==> src/hdl/lsdrs_ram.sv <==
// Generic single-port-write, single-port-read RAM with registered read.
// No dependencies.
`timescale 1ns / 1ps
module lsdrs_ram #(
    parameter int WIDTH = 8,
    parameter int DEPTH = 16
) (
    input  logic                     clk,
    input  logic                     we,
    input  logic [$clog2(DEPTH)-1:0] waddr,
    input  logic [WIDTH-1:0]         wdata,
    input  logic [$clog2(DEPTH)-1:0] raddr,
    output logic [WIDTH-1:0]         rdata
);
    logic [WIDTH-1:0] mem [DEPTH];

    // Write port and registered read port
    always_ff @(posedge clk)
    begin
        if (we)
            mem[waddr] <= wdata;
        rdata <= mem[raddr];
    end
endmodule

==> config.mk <==
export PLATFORM = sky130hd
export DESIGN_NAME = lsdrs_ram
export DESIGN_NICKNAME = d
export VERILOG_FILES = /design/src/hdl/lsdrs_ram.sv
export SDC_FILE = /design/constraint.sdc
export NUM_CORES = 1
export LEC_CHECK = 0
export BUFFER_PORTS_ARGS = -buffer_cell sky130_fd_sc_hd__buf_2
export CELL_PAD_IN_SITES_DETAIL_PLACEMENT = 2
export CELL_PAD_IN_SITES_GLOBAL_PLACEMENT = 2
export CORE_MARGIN = 2
export CORE_UTILIZATION = 48
export DETAILED_ROUTE_END_ITERATION = 12
export PLACE_DENSITY = 0.86
export REMOVE_ABC_BUFFERS = 1
export SETUP_SLACK_MARGIN = 0.5
export SLEW_MARGIN = 20
export SYNTH_ARGS = -nofsm -noshare
export SYNTH_HDL_FRONTEND = slang
export SYNTH_SLANG_ARGS = --single-unit
==> constraint.sdc <==
create_clock -name clk -period 2.3 [get_ports clk]
set_clock_uncertainty 0.15 [all_clocks]
set_input_delay 0.115 -clock clk [delete_from_list [all_inputs] [get_ports clk]]
set_output_delay 0.115 -clock clk [all_outputs]
set_load 0.01 [all_outputs]
==> impl_metrics.tcl, run 1 <==
set metrics [dict create \
    finalNetCount 311 \
    h-tree-depth 4 \
    nFillCells 843 \
    mostFrequentLayoutCells "edfxtp_1, buf_2, mux4_2, buf_4" \
    num_vias 2630 \
    syn_area_um2 5150 \
    r2r_setup_slack_ns 0.71 \
    syn-instance-count 229 \
    synth_area_leaders "edfxtp_1, mux4_2, mux4_1, dfxtp_1, a22oi_1" \
    cp_slowest_stage_delay_ns 0.56 \
    cts_made_buffers 17 \
    synthDistinctLibCells 19 \
    antenna_found_initial 1 \
    rsz0062_at_grt "false" \
    endpoint_kind "register" \
    start_kind "input pin" \
    yosysSeqAreaShare_pct 77.8 \
    rr_endpoint "rdata[5]$_DFF_P_" \
    cts_hold_buf 11 \
    grt_pass1_vias 2949 \
    cts_buffer_depth 2 \
    status "complete, no violations" \
    drive_above_1_share_pct 30.1 \
    tritoncts "yes" \
    leakage_nw 2.14 \
    clock_latency_ns 0.53 \
    hold_path.startpoint "raddr[2]" \
    path_clk_slew_ns 0.06 \
    fmax_mhz 598 \
    period_needed_ns 1.67 \
    synth_seq_cells 136 \
    crit_fanout 8 \
    crit_chain "dlygate4sd3_1 > buf_2 > nor3_1 > dlygate4sd3_1 > buf_4" \
    wirelength_um 13100 \
    num_antenna_cells 0 \
    whs_endpoint "rdata[4]$_DFF_P_" \
    cts_setup_buffers 0 \
    clock-sinks 136 \
    cp_top_family "buffers and inverters" \
    synth_largest_area_cell "edfxtp_1" \
    initial_core_util_pct 49.6 \
    whs_path_depth 4 \
    cts_root_buf "clkbuf_8" \
    setup_tns_ns 0 \
    p_int_w 0.00476 \
    antenna_left 0 \
    tightestPinTransition_ns 0.779 \
    syn_avg_cell_area_um2 22.5 \
    crit_buf_inv 4 \
    final_util_pct 60.2 \
    setup_viol 0 \
    finalCritPeriodShare_pct 72.7 \
    relSlewSlack_pct 48.0 \
    power_frac_seq_pct 46.7 \
    cts_resized 0 \
    fp.dieArea_um2 11600 \
    dr.pass1.iters 4 \
    path_depth 5 \
    io_pins 26 \
    p_sw_w 0.00124 \
    drc 0 \
    power.density_nw_per_um2 960 \
    r2r_cells 3 \
    rows 37 \
    layout_commonest_cell "edfxtp_1" \
    reg2reg_from "mem[2][5]$_DFFE_PP_" \
    coreArea_um2 10400 \
    cp_data_arrival_time_ns 1.76 \
    critPathKind "in2reg" \
    wl_per_cell_um 29.7 \
    grt_usage_pct 25.8 \
    drtIter0Drc 190 \
    path_common_cell "dlygate4sd3_1" \
    place.gp.congestion 0.692 \
    die_y_um 108 \
    required_ns 2.39 \
    synth_top_cell_area_share_pct 74.7 \
    area_growth_syn_to_layout_pct 21.3 \
    routed_via_density 5.95 \
    die_w_um 108 \
    hold_violations 0 \
    grt_first_pass_wirelength_um 19900 \
    port_buffers 25 \
    hpwl_um 7900 \
    cp_slowest_cell "dlygate4sd3_1" \
    synth_warnings 0 \
    p_clk_share_pct 48.6 \
    grt_max_degree 33 \
    p_sw_share_pct 20.7 \
    grt.overflow.total 0 \
    drv_cap 0 \
    comb_power_share_pct 4.8 \
    ir_worst_vdd_uv 570 \
    holdCritPathClass "in2reg" \
    drv_slew 0 \
]
==> cells in the mapped netlist <==
cell type	n
or3b_2	1
and2b_1	1
a22oi_1	16
buf_2	3
nand2_1	9
nand2b_1	2
clkdlybuf4s25_2	3
dfxtp_1	8
buf_6	3
mux4_1	14
nand3b_1	2
nor2_1	13
nand3_1	1
nor3_1	4
buf_4	1
edfxtp_1	128
and2_1	1
mux4_2	18
nor2b_1	1
==> layer usage <==
metal	vias up	GRT usage, %	routed length [um]
met5	-	0	13
met1	1409	34.0	5500
met2	94	42.0	6780
li1	1104	-	-
met4	2	8.88	217
met3	21	6.60	620
==> flip-flops by register name, indices dropped and copies added, names as in the netlist <==
name   cells
mem      128
rdata      8
==> stage by stage <==
stage	power [W]	worst slack, ns	hold WS [ns]	area, um2	cells
floorplan	0.00295	0.542	0.0639	5060	219
global placement	0.00309	0.606	0.354	5510	399
detailed placement	0.00311	0.525	0.365	5510	399
CTS	0.00605	0.663	0.0508	6250	442
global route	0.00616	0.582	0.109	6250	442
finish	0.00600	0.629	0.0840	6250	442
==> worst min-delay path, delay by kind of cell <==
kind	cells	cell delay [ns]
and+or+nand+nor	2	0.25
AOI/OAI and AO/OA	1	0.23
buffers and inverters	1	0.12
==> worst max path at each step <==
stage                     endpoint           startpoint  slack [ns]
2_1_floorplan  mem[0][0]$_DFFE_PP_             waddr[2]        0.54
3_3_place_gp      rdata[0]$_DFF_P_             raddr[0]        0.61
3_5_place_dp      rdata[0]$_DFF_P_             raddr[0]        0.52
4_1_cts           rdata[5]$_DFF_P_  mem[2][5]$_DFFE_PP_        0.66
5_1_grt        mem[8][5]$_DFFE_PP_             waddr[1]        0.58
6_report       mem[8][5]$_DFFE_PP_             waddr[1]        0.63
==> layout make-up <==
class                   count  area, um2  area share (%)
repair buffers             55        390            6.25
multi-input cells          83       1060            16.9
flip-flops and latches    136       4000            64.1
clock buffers              19        422            6.75
well taps                 136        170            2.72
clock inverters            13        203            3.25
==> cells by family after synthesis <==
logic type / synth area share [%]
buf+inv: 1.68
mux: 15.0
compound gates: 2.33
flops: 77.8
simple gates: 3.18
==> power groups by stage <==
stage | combinational [W] | sequential, W | clock, W
after floorplan | 0.000111 | 0.00284 | 0
after global placement | 0.000249 | 0.00284 | 0
after detailed placement | 0.000270 | 0.00284 | 0
after CTS | 0.000289 | 0.00280 | 0.00296
after global routing | 0.000309 | 0.00280 | 0.00305
final | 0.000286 | 0.00280 | 0.00291
Power figures use the tool's default switching activity.
==> run 2, diff against run 1 <==
--- a/config.mk
+++ b/config.mk
@@ -9,9 +9,9 @@
 export CELL_PAD_IN_SITES_DETAIL_PLACEMENT = 2
 export CELL_PAD_IN_SITES_GLOBAL_PLACEMENT = 2
 export CORE_MARGIN = 2
-export CORE_UTILIZATION = 48
+export CORE_UTILIZATION = 43
 export DETAILED_ROUTE_END_ITERATION = 12
-export PLACE_DENSITY = 0.86
+export PLACE_DENSITY = 0.82
 export REMOVE_ABC_BUFFERS = 1
 export SETUP_SLACK_MARGIN = 0.5
 export SLEW_MARGIN = 20
==> constraint.sdc (replaced) <==
create_clock -name clk -period 1.41 [get_ports clk]
set_clock_uncertainty 0.15 [all_clocks]
set_input_delay 0.0705 -clock clk [delete_from_list [all_inputs] [get_ports clk]]
set_output_delay 0.0705 -clock clk [all_outputs]
set_load 0.01 [all_outputs]
==> impl_metrics.tcl, run 2 (synthesis gave the netlist of run 1 again) <==
set metrics [dict create \
    status "complete, but fails checks" \
    power.density_nw_per_um2 1500 \
    area_growth_syn_to_layout_pct 27.6 \
    grt_first_pass_wirelength_um 20200 \
    io_pins 26 \
    dpl_cell_area_um2 5600 \
    tritoncts "yes" \
    hpwl_um 8470 \
    grt_pass1_vias 3008 \
    port_buffers 25 \
    setup_slack_ns -0.103 \
    hold_ws_ns -0.0471 \
    drv_slew 0 \
    antenna_left 0 \
    grt.overflow.total 0 \
    placed_cells 413 \
    cts_root_buf "clkbuf_16" \
    reg.largest.list "mem: 128 flops, rdata: 8 flops" \
    tightestPinTransition_ns 1.10 \
    leakage_nw 2.19 \
    drtIter0Drc 253 \
    pre_cts_slack_ns -0.399 \
    start_kind "register" \
    path_clk_slew_ns 0.06 \
    holdCritPathClass "in2reg" \
    die_w_um 113 \
    place.gp.congestion 0.765 \
    critPathKind "reg2reg" \
    routed_via_density 5.71 \
    clock-sinks 136 \
    setup_tns_ns -0.366 \
    layout_commonest_cell "edfxtp_1" \
    antenna_found_initial 0 \
    num_antenna_cells 0 \
    cts_made_buffers 17 \
    hold_violations 17 \
    wirelength_um 13900 \
    finalCritPeriodShare_pct 107 \
    grt_max_degree 24 \
    cp_data_arrival_time_ns 1.65 \
    period_needed_ns 1.51 \
    relSlewSlack_pct 26.3 \
    initial_core_util_pct 44.5 \
    cts_hold_buf 7 \
    stdcell_count 453 \
    setup_viol 7 \
    wl_met3_um 514 \
    dr.pass1.iters 4 \
    num_vias 2585 \
    largest_reg_flops 128 \
    ir_worst_vdd_uv 982 \
    routed-wl-met2_um 7380 \
    grt_usage_pct 23.4 \
    wl_per_cell_um 30.7 \
    required_ns 1.55 \
    rows 39 \
    drc 0 \
    cts_buffer_depth 2 \
    h-tree-depth 4 \
    finalNetCount 315 \
    mostFrequentLayoutCells "edfxtp_1, mux4_2, buf_6, clkbuf_16, a22oi_2" \
    largest-register "mem" \
    clock_latency_ns 0.42 \
    die_y_um 113 \
    top_layer_used "met4" \
    fp.dieArea_um2 12900 \
    crit_fanout 1 \
    violations "negative hold slack, negative setup slack" \
    drive_above_1_share_pct 49.4 \
    fmax_mhz 661 \
    met1Wirelength_um 5810 \
    rsz0062_at_grt "true" \
    drv_cap 0 \
    coreArea_um2 11600 \
    endpoint_kind "register" \
    stdcell_area_um2 6570 \
]
-- run 2: cell count changes in the layout (fill, tap and decap cells not counted), sizes merged --
cell / previous run / this run
clkbuf: 19 / 20
buf: 44 / 49
clkinvlp: 4 / 3
clkinv: 4 / 7
bufinv: 5 / 4
inv: 0 / 1
dlygate4sd3: 11 / 7
-- run 2: power by group --
group,switching [W],internal (W)
combinational,0.000321,0.000278
sequential,0.0000448,0.00453
clock,0.00173,0.00296
total,0.00209,0.00776
-- run 2: path summary, 6_finish.rpt --
check | slack (ns) | start | cells past startpoint | endpoint
min | -0.05 | wdata[1] | 1 | mem[5][1]$_DFFE_PP_
max | -0.10 | mem[5][7]$_DFFE_PP_ | 3 | rdata[7]$_DFF_P_
min reg2reg | 0.54 | mem[13][0]$_DFFE_PP_ | 3 | rdata[0]$_DFF_P_
max reg2reg | -0.10 | mem[5][7]$_DFFE_PP_ | 3 | rdata[7]$_DFF_P_
-- run 2: repair_timing --
item,4_1_cts,5_1_grt
setup buffers,0,1
resized for setup,53,37
hold endpoints to repair,129,16
endpoints found under the setup margin,88,136
pin swaps,13,11
-- run 2: critical path, cell delays in order, from the launching register on --
cell,delay [ns]
edfxtp_1,0.41
mux4_2,0.50
a22oi_2,0.19
nand2_1,0.12
-- run 2: per-stage QoR --
step                      utilization [%]  power (W)  hold slack, ns
final                                56.8    0.00986         -0.0471
after floorplan                         -    0.00482          0.0194
after global placement               48.4    0.00507           0.294
after CTS                            55.7    0.00989         -0.0487
after detailed placement             48.4    0.00512           0.317
after global routing                 56.8     0.0101         -0.0406
-- run 2: layer usage --
| layer | GRT usage (%) | vias to the layer above |
|---|---|---|
| li1 | - | 1098 |
| met1 | 29.1 | 1384 |
| met5 | 0 | - |
| met4 | 7.89 | 0 |
| met3 | 6.38 | 16 |
| met2 | 40.1 | 87 |
-- run 2: area by class of cell --
| cell class | instances | area, um2 |
|---|---|---|
| Sequential cell | 136 | 4020 |
| Tap cell | 143 | 179 |
| Timing Repair Buffer | 59 | 587 |
| Multi-Input combinational cell | 83 | 1160 |
| Fill cell | 918 | 4990 |
| Clock inverter | 15 | 201 |
| Clock buffer | 17 | 425 |
